[src/rtl/sparse_cell_lookup_sum_assert.svh]
// Assertion macros used by the top-level RTL file.
`ifndef SPARSE_CELL_LOOKUP_SUM_ASSERT_SVH
`define SPARSE_CELL_LOOKUP_SUM_ASSERT_SVH
`ifndef SYNTHESIS
// Same-cycle implication, idle during reset.
`define SCLS_ASSERT_IMP(lbl, clk, rst, a, b) \
  lbl: assert property (@(posedge clk) disable iff (rst) (a) |-> (b)) \
    else $error("assertion failed");
// Next-cycle implication, also checked across reset.
`define SCLS_ASSERT_NEXT(lbl, clk, a, b) \
  lbl: assert property (@(posedge clk) (a) |=> (b)) \
    else $error("assertion failed");
`else
`define SCLS_ASSERT_IMP(lbl, clk, rst, a, b)
`define SCLS_ASSERT_NEXT(lbl, clk, a, b)
`endif
`endif

[src/rtl/sclsum_pkg.sv]
package sclsum_pkg;

  localparam int VALUE_W = 48;

  localparam logic [1:0] FUNC_LOAD  = 2'd0;
  localparam logic [1:0] FUNC_QUERY = 2'd1;
  localparam logic [1:0] FUNC_CLEAR = 2'd2;

  localparam logic [4:0] SHIFT_RESET = 5'd12;

  localparam logic signed [VALUE_W-1:0] SUM_MAX = {1'b0, {(VALUE_W-1){1'b1}}};
  localparam logic signed [VALUE_W-1:0] SUM_MIN = {1'b1, {(VALUE_W-1){1'b0}}};

  typedef enum logic [1:0] {
    OP_LOAD,
    OP_QUERY,
    OP_CLEAR,
    OP_NONE
  } op_t;

  // One classified item as it travels from the front to the back.
  typedef struct packed {
    op_t                       kind;
    logic [31:0]               position;
    logic [31:0]               seg;
    logic                      seg_ok;
    logic [1:0]                mi;
    logic                      mi_ok;
    logic signed [VALUE_W-1:0] value;
    logic                      value_null;
    logic                      last;
  } item_t;

  typedef enum logic [2:0] {
    ST_INIT,
    ST_IDLE,
    ST_LOAD_SEG,
    ST_Q_SEG,
    ST_Q_SEARCH,
    ST_Q_HIT,
    ST_Q_DONE
  } state_t;

endpackage

[src/rtl/sclsum_front.sv]
module sclsum_front #(
  parameter int SEGMENTS        = 64,
  parameter int VALUES_PER_CELL = 4
) (
  input  logic                               push,
  output logic                               full,
  input  logic [1:0]                         func,
  input  logic [31:0]                        position,
  input  logic [1:0]                         measure_index,
  input  logic signed [sclsum_pkg::VALUE_W-1:0] value,
  input  logic                               value_is_null,
  input  logic                               last_of_query,
  input  logic [4:0]                         segment_shift,
  input  logic                               busy_init,
  input  logic                               q_full,
  output logic                               q_push,
  output sclsum_pkg::item_t                  q_item
);

  logic [31:0] seg;

  // Hold off new items while the queue is full or the store is being cleared.
  assign full   = q_full || busy_init;
  assign q_push = push && !full;
  assign seg    = position >> segment_shift;

  // Classify the item and check its segment and measure ranges.
  always_comb begin
    q_item.position   = position;
    q_item.seg        = seg;
    q_item.seg_ok     = seg < 32'(SEGMENTS);
    q_item.mi         = measure_index;
    q_item.mi_ok      = 32'(measure_index) < 32'(VALUES_PER_CELL);
    q_item.value      = value;
    q_item.value_null = value_is_null;
    q_item.last       = last_of_query;
    case (func)
      sclsum_pkg::FUNC_LOAD: begin
        q_item.kind = sclsum_pkg::OP_LOAD;
      end
      sclsum_pkg::FUNC_QUERY: begin
        q_item.kind = sclsum_pkg::OP_QUERY;
      end
      sclsum_pkg::FUNC_CLEAR: begin
        q_item.kind = sclsum_pkg::OP_CLEAR;
      end
      default: begin
        q_item.kind = sclsum_pkg::OP_NONE;
      end
    endcase
  end

endmodule

[config.mk]
export PLATFORM = sky130hd
export DESIGN_NAME = sclsum_front
export DESIGN_NICKNAME = d
export VERILOG_FILES = /design/src/rtl/sparse_cell_lookup_sum_assert.svh /design/src/rtl/sclsum_pkg.sv /design/src/rtl/sclsum_front.sv
export SDC_FILE = /design/constraint.sdc
export NUM_CORES = 1
export LEC_CHECK = 0
export ABC_AREA = 1
export BUFFER_PORTS_ARGS = -buffer_cell sky130_fd_sc_hd__buf_2
export CAP_MARGIN = 20
export CORE_MARGIN = 1.5
export CORE_UTILIZATION = 37
export DETAILED_ROUTE_END_ITERATION = 8
export PLACE_DENSITY = 0.8
export SYNTH_ARGS = -nofsm -noshare
export SYNTH_HDL_FRONTEND = slang
export SYNTH_SLANG_ARGS = --single-unit
[constraint.sdc]
create_clock -name vclk -period 1
set_input_delay 0.05 -clock vclk [all_inputs]
set_output_delay 0.05 -clock vclk [all_outputs]
set_load 0.01 [all_outputs]
**Word-level counts from Yosys, hierarchy flattened**

Index checks and enable logic that the tools add are counted.

- Bits in registers: 0
- Output and inout port bits: 122

- Magnitude comparators: 1
- Eq/ne operators: 2
- Shift-type cells: 1
- Multiplexer cells: 1
- Reductions and logical operators: 4

Operators with widths:

| operator | number |
|---|---|
| less-than comparator 32 x 7 -> 1 bit (second input constant) | 1 |
| right shift 32 x 5 -> 32 bit | 1 |
| case mux 2 bit (3 select lines) | 1 |
| == test 2 x 1 -> 1 bit (second input constant) | 1 |
| == test 2 bit (second input constant) | 1 |
| logical NOT 2 bit | 1 |
| logical AND 1 bit | 1 |
| logical NOT 1 bit | 1 |
| logical OR 1 bit | 1 |

**Longest topological paths before layout**

- Depth in word-level cells: 3
- Gate-level depth with buffers: 15

**Worst setup path after synthesis**

Ideal clock, no wire load.

- Path kind: input-to-output
- From: in segment_shift[0]
- To: out q_item[53] in the netlist's numbering
- Data arrival time: 1219 ps
- Slack: -269 ps
- Stages: 13
- Buffers on the path: 2
- Path through: buf_6 > buf_2 > nand2_1 > nand3_1 > nand3_1 > nand3_1 > nand3_1 > nand2_1 > inv_1 > nand2_1 > nor2_1 > nand2_1 > nor2_1

RTL lines:

| element | RTL line | RTL |
|---|---|---|
| from (decl) | sclsum_front.sv:13 | `input logic [4:0] segment_shift,` |
| to (decl) | sclsum_front.sv:17 | `output sclsum_pkg::item_t q_item` |

==> flow_metrics.py <==
metrics = {
    "drt": {
        "drt_iter0_markers": 259,
        "wl_per_cell_um": 14.1,
        "via_per_inst": 5.35,
        "vias": 3522,
        "drtPass1Iterations": 6,
        "drt-total-wl_um": 9250,
        "antenna_left": 0,
        "drc": 0,
    },
    "floorplanning": {
        "dieArea_um2": 7630,
        "coreArea_um2": 6830,
        "start_util_pct": 38.6,
        "top_level_ports": 216,
        "rows": 30,
        "die_x_um": 87.4,
        "die_y_um": 87.4,
    },
    "worst_setup_path": {
        "crit_chain": "buf_16 > buf_16 > nand2_1 > nand3_1 > nand3_1 > nand2_2 > nand2_1 > nand3_1 > nand2_1 > nand2_1 > nor2_1 > nand2_1 > nor2_2 > buf_2",
        "critPathCaptureType": "output port",
        "critPathCapture": "q_item[53]",
        "critPathLaunch": "segment_shift[0]",
        "arrival_ps": 1460,
        "critPathLaunchType": "input pin",
        "cp_common_cell": "nand2_1",
        "path_max_fanout": 8,
        "required_ps": 950,
        "critical-path-slowest-cell": "buf_16",
        "critPathKind": "in -> out",
        "cp_slowest_stage_delay_ps": 150,
    },
    "outcome": {
        "violations": "negative setup slack",
        "outcome": "complete, but fails checks",
    },
    "synth": {
        "synth_area_leader_cell": "nand3_1",
        "syn_area_um2": 2630,
        "ys_seq_area_share_pct": 0,
        "synth_top_area_share_pct": 26.8,
        "synth-xor-area-share_pct": 0,
        "synth-adder-area-share_pct": 0,
        "synth_mux_area_share_pct": 1.14,
        "syn_nets": 589,
        "synth_warnings": 0,
        "ys_types": 26,
        "syn-mean-instance-area_um2": 5.32,
        "synth_compound_area_share_pct": 3.71,
        "synth_top_family_by_area": "simple AND/OR/NAND/NOR gates",
        "synth-simple-area-share_pct": 58.1,
        "synthCells": 495,
        "synthTopCellsByArea": "nand3_1 (27%), buf_4 (25%), nand2_1 (18%)",
    },
    "min_path": {
        "hp-class": "in -> out",
    },
    "pwr": {
        "power_leakage_nw": 2.06,
        "power_switching_w": 0.00111,
        "p_sw_share_pct": 56.6,
        "p_int_w": 0.000851,
        "pwr-share-comb_pct": 100.0,
        "powerDensity_nw_per_um2": 546,
        "peakVddDrop_v": 0.000253,
        "clkPwrFrac_pct": 0,
        "pwr-share-seq_pct": 0,
    },
    "finish": {
        "nClkBuffers": 0,
        "fin_cells": 658,
        "final_common_cell": "buf_2",
        "num_antenna_cells": 0,
        "regArea_um2": 0,
        "final.fill_count": 715,
        "area_delta_synth_final_pct": 36.4,
        "fin_nets": 658,
        "final_area_um2": 3590,
        "layout.sequential_cells": 0,
        "layout_common_cells": "buf_2 (105), nand2_1 (100), nand3_1 (98), buf_4 (63), nand3_2 (55)",
        "layout-drive-gt1-share_pct": 53.6,
        "final_util_pct": 52.6,
        "multi_input_area_um2": 2010,
    },
    "timing": {
        "hold_violations": 0,
        "post-route-period-util_pct": 151,
        "fmax_mhz": 663,
        "setup_viol": 33,
        "grt_setup_unrepaired": "true",
        "holdWs_ps": 100,
        "drv_slew": 0,
        "min_period_ps": 1510,
        "layout_setup_ws_ps": -507,
    },
    "grt": {
        "grt_pass1_wl_um": 14700,
        "grt_pass1_vias": 3238,
        "overflow": 0,
        "grt_max_degree": 29,
        "grtUsageTotal_pct": 23.5,
        "antenna_found_initial": 0,
    },
    "flow_run": {
        "drv_cap": 0,
    },
    "place": {
        "placed_cells_incl_taps": 646,
        "gp_congestion": 0.912,
        "dp_hpwl_um": 6840,
        "place_area_um2": 3140,
        "portBuffers": 107,
    },
}
## power by group through the flow
stage                     clock (W)  combinational (W)  sequential [W]
after floorplan                   0            0.00131               0
after detailed placement          0            0.00171               0
after global placement            0            0.00168               0
after global routing              0            0.00213               0
final                             0            0.00196               0
after CTS                         0            0.00191               0
## worst max-delay path: cells and delay by family
family | cells | cell delay, ps
buffers and inverters | 3 | 420
AND/OR/NAND/NOR | 11 | 1000
## synth_stat cells, types with 4 or more instances
master    number
inv_2          4
buf_2         17
o21ai_0       11
nand2_2       17
nand3_2       12
nor2_1        14
nand2_1      129
clkbuf_1       7
inv_1         28
buf_4         87
nand4_1        6
nand3_1      141
buf_6          4
## how the worst min path moves through the flow
stage	from	end	slack (ps)	cells past startpoint
after floorplan	push	q_push	190	2
after global placement	value[28]	q_item[30]	100	0
after detailed placement	value[28]	q_item[30]	100	0
after global routing	value[1]	q_item[3]	100	0
final	func[0]	q_item[118]	100	0
after CTS	value[28]	q_item[30]	100	0
## metrics by stage
stage,total power [W],TNS [ps],setup slack (ps)
finish,0.00196,-9950,-507
global route,0.00213,-13150,-617
CTS,0.00191,-9070,-454
detailed placement,0.00171,-13000,-640
global placement,0.00168,-12010,-625
floorplan,0.00131,-237,-209
## routing by layer
metal	wire, um	track usage, %	vias to the layer above
met5	0	0	-
met4	358	9.81	0
met3	786	3.70	44
met2	4610	42.9	209
met1	3490	26.9	1599
li1	-	-	1670
## cell families after synthesis
family	after synthesis
compound gates	18
buf+inv	151
mux	3
simple gates	322
other cells	1
## area by class of cell
cell class         instances  area share, %
repair inverters           1          0.174
well taps                 96           3.34
inverters                 33           4.07
multi-input cells        344           56.0
repair buffers           184           36.4
## timing repair
| action | CTS | global route |
|---|---|---|
| gates resized for setup | 74 | 6 |
| cloned | 4 | 0 |
| pin swaps | 26 | 5 |
| endpoints found under the setup margin | 33 | 33 |
| hold buffers | 0 | 0 |
| setup buffers | 8 | 0 |
No activity file was read; power rests on OpenSTA's default activity.
