--- src/rtl/sparse_cell_lookup_sum_assert.svh ---
// Assertion macros used by the top-level RTL file.
`ifndef SPARSE_CELL_LOOKUP_SUM_ASSERT_SVH
`define SPARSE_CELL_LOOKUP_SUM_ASSERT_SVH
`ifndef SYNTHESIS
// Same-cycle implication, idle during reset.
`define SCLS_ASSERT_IMP(lbl, clk, rst, a, b) \
  lbl: assert property (@(posedge clk) disable iff (rst) (a) |-> (b)) \
    else $error("assertion failed");
// Next-cycle implication, also checked across reset.
`define SCLS_ASSERT_NEXT(lbl, clk, a, b) \
  lbl: assert property (@(posedge clk) (a) |=> (b)) \
    else $error("assertion failed");
`else
`define SCLS_ASSERT_IMP(lbl, clk, rst, a, b)
`define SCLS_ASSERT_NEXT(lbl, clk, a, b)
`endif
`endif

--- src/rtl/sclsum_pkg.sv ---
package sclsum_pkg;

  localparam int VALUE_W = 48;

  localparam logic [1:0] FUNC_LOAD  = 2'd0;
  localparam logic [1:0] FUNC_QUERY = 2'd1;
  localparam logic [1:0] FUNC_CLEAR = 2'd2;

  localparam logic [4:0] SHIFT_RESET = 5'd12;

  localparam logic signed [VALUE_W-1:0] SUM_MAX = {1'b0, {(VALUE_W-1){1'b1}}};
  localparam logic signed [VALUE_W-1:0] SUM_MIN = {1'b1, {(VALUE_W-1){1'b0}}};

  typedef enum logic [1:0] {
    OP_LOAD,
    OP_QUERY,
    OP_CLEAR,
    OP_NONE
  } op_t;

  // One classified item as it travels from the front to the back.
  typedef struct packed {
    op_t                       kind;
    logic [31:0]               position;
    logic [31:0]               seg;
    logic                      seg_ok;
    logic [1:0]                mi;
    logic                      mi_ok;
    logic signed [VALUE_W-1:0] value;
    logic                      value_null;
    logic                      last;
  } item_t;

  typedef enum logic [2:0] {
    ST_INIT,
    ST_IDLE,
    ST_LOAD_SEG,
    ST_Q_SEG,
    ST_Q_SEARCH,
    ST_Q_HIT,
    ST_Q_DONE
  } state_t;

endpackage

--- src/rtl/sclsum_queue.sv ---
module sclsum_queue (
  input  logic              clk,
  input  logic              rst,
  input  logic              q_push,
  input  sclsum_pkg::item_t q_in,
  output logic              q_full,
  input  logic              q_pop,
  output sclsum_pkg::item_t q_out,
  output logic              q_empty
);

  sclsum_pkg::item_t slot [2];
  logic       wr_ptr;
  logic       rd_ptr;
  logic [1:0] count;

  assign q_full  = count == 2'd2;
  assign q_empty = count == 2'd0;
  assign q_out   = slot[rd_ptr];

  // Two-entry queue between the front and the back.
  always_ff @(posedge clk) begin
    if (q_push) begin
      slot[wr_ptr] <= q_in;
    end
    if (rst) begin
      wr_ptr <= 1'b0;
      rd_ptr <= 1'b0;
      count  <= 2'd0;
    end else begin
      if (q_push) begin
        wr_ptr <= !wr_ptr;
      end
      if (q_pop) begin
        rd_ptr <= !rd_ptr;
      end
      count <= count + 2'(q_push) - 2'(q_pop);
    end
  end

endmodule

--- config.mk ---
export PLATFORM = sky130hd
export DESIGN_NAME = sclsum_queue
export DESIGN_NICKNAME = d
export VERILOG_FILES = /design/src/rtl/sparse_cell_lookup_sum_assert.svh /design/src/rtl/sclsum_pkg.sv /design/src/rtl/sclsum_queue.sv
export SDC_FILE = /design/constraint.sdc
export NUM_CORES = 1
export LEC_CHECK = 0
export BUFFER_PORTS_ARGS = -buffer_cell sky130_fd_sc_hd__buf_4
export CAP_MARGIN = 15
export CORE_UTILIZATION = 35
export DETAILED_ROUTE_END_ITERATION = 10
export PLACE_DENSITY = 0.59
export REMOVE_ABC_BUFFERS = 1
export SKIP_CTS_REPAIR_TIMING = 1
export SLEW_MARGIN = 5
export SYNTH_ARGS = -nofsm -noshare
export SYNTH_HDL_FRONTEND = slang
export SYNTH_SLANG_ARGS = --single-unit
--- constraint.sdc ---
create_clock -name clk -period 7.8 [get_ports clk]
set_input_delay 0.39 -clock clk [delete_from_list [all_inputs] [get_ports clk]]
set_output_delay 0.39 -clock clk [all_outputs]
set_load 0.02 [all_outputs]
* Yosys cells after proc, flatten, opt, wreduce, memory -nomap -nowiden
Memories as Yosys holds them, arrays and structs flattened. A register that Yosys moved wholly into a read port is not among the register bits.
Cells that the tools add are included.
** Storage, ports and cells
- Bits in registers :: 4
- Bits in latches :: 0
- Bits in writable memories :: 240
- Bits in read-only memories :: 0
- Input port bits :: 124
- Output and inout bits :: 122
- Logic and storage cells :: 14
- Memories :: 1
** Memory list
- slot :: words 2, bits a word 120, rd ports 1, clocked after memory_dff 1, write ports 1, RTL line sclsum_queue.sv:12 : sclsum_pkg::item_t slot [2];
** Operators by class
- Add/sub/neg operators :: 2
- $mul :: 0
- Div/mod/pow operators :: 0
- Order comparisons :: 0
- Equal/unequal tests :: 1
- Shifts and indexed selects :: 0
- Muxes and demuxes :: 4
- Bitwise gates (word level) :: 0
- Reductions and logical operators :: 3
** Operators by type and width (count)
- $mux W1 :: 4
- $add A2 B1 Y2 :: 1
- $eq A2 B2 Y1 const B :: 1
- $logic_not A1 Y1 :: 2
- $logic_not A2 Y1 :: 1
- $sub A2 B1 Y2 :: 1

* Longest topological paths before layout
- Depth in word-level cells :: 3
- Mapped depth :: 6
- Depth with buffers taken out :: 6

* Worst setup path after synthesis
OpenSTA, ideal clock, no wires.
- Path type :: reg-to-reg
- Start :: reg wr_ptr
- End :: mem slot[0][0] (netlist name), enable pin
- Library setup time :: 0.615 ns
- Arrival :: 5.633 ns
- Setup slack :: 1.552 ns
- Stages on the path, launching flop included :: 2
- Path buffers :: 0
- Clock period less this slack :: 6.248 ns
- Cell sequence :: dfxtp_1 -> nor2b_1
** RTL lines
- start: declaration :: RTL line sclsum_queue.sv:13 : logic wr_ptr;
- start signal: assignment :: RTL line sclsum_queue.sv:32 : wr_ptr <= !wr_ptr;
- end: declaration :: RTL line sclsum_queue.sv:12
No word-level cell before the write port.

==> results.py <==
metrics = {
    "run_status": {
        "status": "finished clean",
    },
    "floorplan": {
        "die_area_sq_um": 26100,
        "rows": 58,
        "die_w_um": 162,
        "initial_core_util_pct": 35.5,
        "ios": 246,
        "core_area_sq_um": 25100,
        "die_h_um": 162,
    },
    "critical_path": {
        "path_class": "flip-flop to output port",
        "crit_path_start_kind": "flip-flop",
        "crit_fanout": 61,
        "r2r.worst_path.cells": 2,
        "cpPeakStageDelay_ns": 0.84,
        "cp_common_cell": "buf_4",
        "path_cells": "buf_4 -> mux2_2 -> buf_4",
        "cp.arrival_ns": 2.84,
        "required_ns": 7.41,
        "reg2reg_from": "wr_ptr$_SDFFE_PP0P_",
        "end_kind": "output port",
        "critPathSlowestCell": "dfxtp_4",
    },
    "timing": {
        "drv_slew": 0,
        "period_share_pct": 41.5,
        "worst_pin_slew_ns": 0.893,
        "maxSlewHeadroom_pct": 40.4,
        "finalSetupViolations": 0,
        "fin_tns_setup_ns": 0,
        "fin_skew_ns": 0.0109,
        "fin_worst_hold_slack_ns": 0.0649,
        "max_freq_mhz": 309,
        "grt_setup_unrepaired": "false",
        "hold_viol": 0,
        "min_period_ns": 3.23,
    },
    "hold_path": {
        "hp-class": "primary input to flip-flop",
        "min_from": "q_in[67]",
        "holdPathStages": 1,
    },
    "drt": {
        "drtPass1Iterations": 4,
        "via_per_inst": 4.45,
        "route.detailed.drc": 0,
        "drt_iter0_markers": 231,
        "detail-route-antenna-nets": 0,
        "vias": 4462,
        "avgRoutedWirePerCell_um": 17.4,
        "drt_wl_total_um": 17400,
    },
    "final_layout": {
        "seq_area_sq_um": 7310,
        "n_fill_cell": 2166,
        "area_growth_pct": 33.0,
        "multi_input_area_sq_um": 1470,
        "nets": 783,
        "antenna_cells": 0,
        "drive_above_1_share_pct": 60.3,
    },
    "clock_network": {
        "path_clk_slew_ns": 0.06,
        "htree_levels": 1,
        "insertion_delay_ns": 0.50,
        "cts.path.max_buffers": 3,
        "clock-sinks": 245,
        "cts-buffers-inserted": 25,
        "cts-root-buf": "clkbuf_16",
        "tritoncts": "built",
    },
    "synthesis": {
        "yosysWarningCount": 0,
        "seq_area_frac_synth_pct": 82.0,
        "ys_ff_latch": 245,
        "yosysUniqueCellTypes": 12,
        "syn_inst": 394,
        "avgSynthCellArea_sq_um": 22.6,
        "synth_area_sq_um": 8910,
    },
    "global_routing": {
        "antenna_found_initial": 0,
        "grt_pass1_vias": 4836,
        "grt_pass1_wl_um": 26000,
        "track_usage_pct": 12.9,
        "grt_max_degree": 66,
        "grt_overflow": 0,
    },
    "power_and_ir_drop": {
        "peakVddDrop_mv": 0.154,
        "pwr-share-comb_pct": 13.5,
        "p_leak_nw": 4.39,
        "p_switching_mw": 0.690,
        "pwr-share-clk_pct": 35.9,
        "p_int_mw": 2.42,
        "swShare_pct": 22.2,
        "power.density_nw_per_um2": 262,
        "seqPwrFrac_pct": 50.6,
    },
    "place": {
        "hpwl_um": 11300,
        "gp_congestion": 0.713,
        "io_buffers": 245,
    },
    "job": {
        "maxCapViolCount": 0,
    },
}
flip-flops by register name, summed over array words and instances (netlist names), named ones only:
register and cells:
slot 240, count 2, rd_ptr 1, wr_ptr 1
synth_stat cells:
cell type | number | share of area [%]
edfxtp_1 | 240 | 81
mux2_2 | 120 | 15
buf_6 | 11 | 1.4
dfxtp_1 | 5 | 1.1
nor2_1 | 5 | 0.21
nor2b_1 | 3 | 0.21
buf_2 | 2 | 0.11
ha_1 | 2 | 0.28
inv_1 | 2 | 0.084
xnor2_1 | 2 | 0.20
and2_1 | 1 | 0.070
xnor3_1 | 1 | 0.25
worst paths after layout:
kind	endpoint	slack, ns
hold / removal	slot[0][67]$_DFFE_PP_	0.06
setup reg to reg	slot[1][78]$_DFFE_PP_	5.45
hold reg to reg	flip-flop	0.52
setup / recovery	q_out[63]	4.57
cell type report:
| class | instances | area share [%] |
|---|---|---|
| Sequential cell | 245 | 61.7 |
| Timing Repair Buffer | 249 | 15.8 |
| Inverter | 2 | 0.0634 |
| Clock buffer | 37 | 6.17 |
| Clock inverter | 5 | 0.391 |
| Multi-Input combinational cell | 134 | 12.4 |
| Tap cell | 330 | 3.49 |
stage by stage:
step / setup slack (ns) / std cells / power, mW / util [%] / cell area, sq um
floorplan: 1.55 / 381 / 1.83 / - / 8770
global placement: 5.04 / 960 / 2.01 / 44.1 / 11100
detailed placement: 5.04 / 960 / 2.02 / 44.1 / 11100
CTS: 4.50 / 1002 / 3.15 / 47.2 / 11800
global route: 4.37 / 1002 / 3.21 / 47.2 / 11800
finish: 4.57 / 1002 / 3.11 / 47.2 / 11800
cell usage in the layout, fill, tap and decap left out, types with 2 or more instances in the layout:
cell / instances
nor2_1: 5
buf_4: 249
dfxtp_1: 4
clkbuf_16: 25
mux2_2: 120
nor2b_1: 2
ha_1: 2
clkinv_1: 3
clkbuf_1: 6
xnor2_1: 2
clkbuf_8: 6
edfxtp_1: 240
inv_1: 2
worst max-delay path, delay by kind of cell, from the launching register on:
family | cells | cell delay [ns]
buffers and inverters | 2 | 0.91
DFF | 1 | 0.84
muxes | 1 | 0.43
cell families after synthesis:
kind of cell,share of synthesized area (%)
muxes,15.2
buffers and inverters,1.59
DFF,82.0
adders and majority gates,0.281
and+or+nand+nor,0.492
xor gates and xnor gates,0.449
metal layers:
layer  track usage (%)  wire length, um  vias up
li1                  -                -     2082
met1              15.2             6770     2191
met3              4.19             1490       27
met2              22.4             8840      162
met4              3.69              322        0
met5                 0                0        -
power groups by stage:
stage / Combinational (mW) / Sequential [mW] / Clock [mW]
2_1_floorplan: 0.223 / 1.61 / 0
3_3_place_gp: 0.419 / 1.59 / 0
3_5_place_dp: 0.425 / 1.60 / 0
4_1_cts: 0.427 / 1.57 / 1.15
5_1_grt: 0.445 / 1.58 / 1.19
6_report: 0.420 / 1.57 / 1.12
No activity file was read; power rests on OpenSTA's default activity.
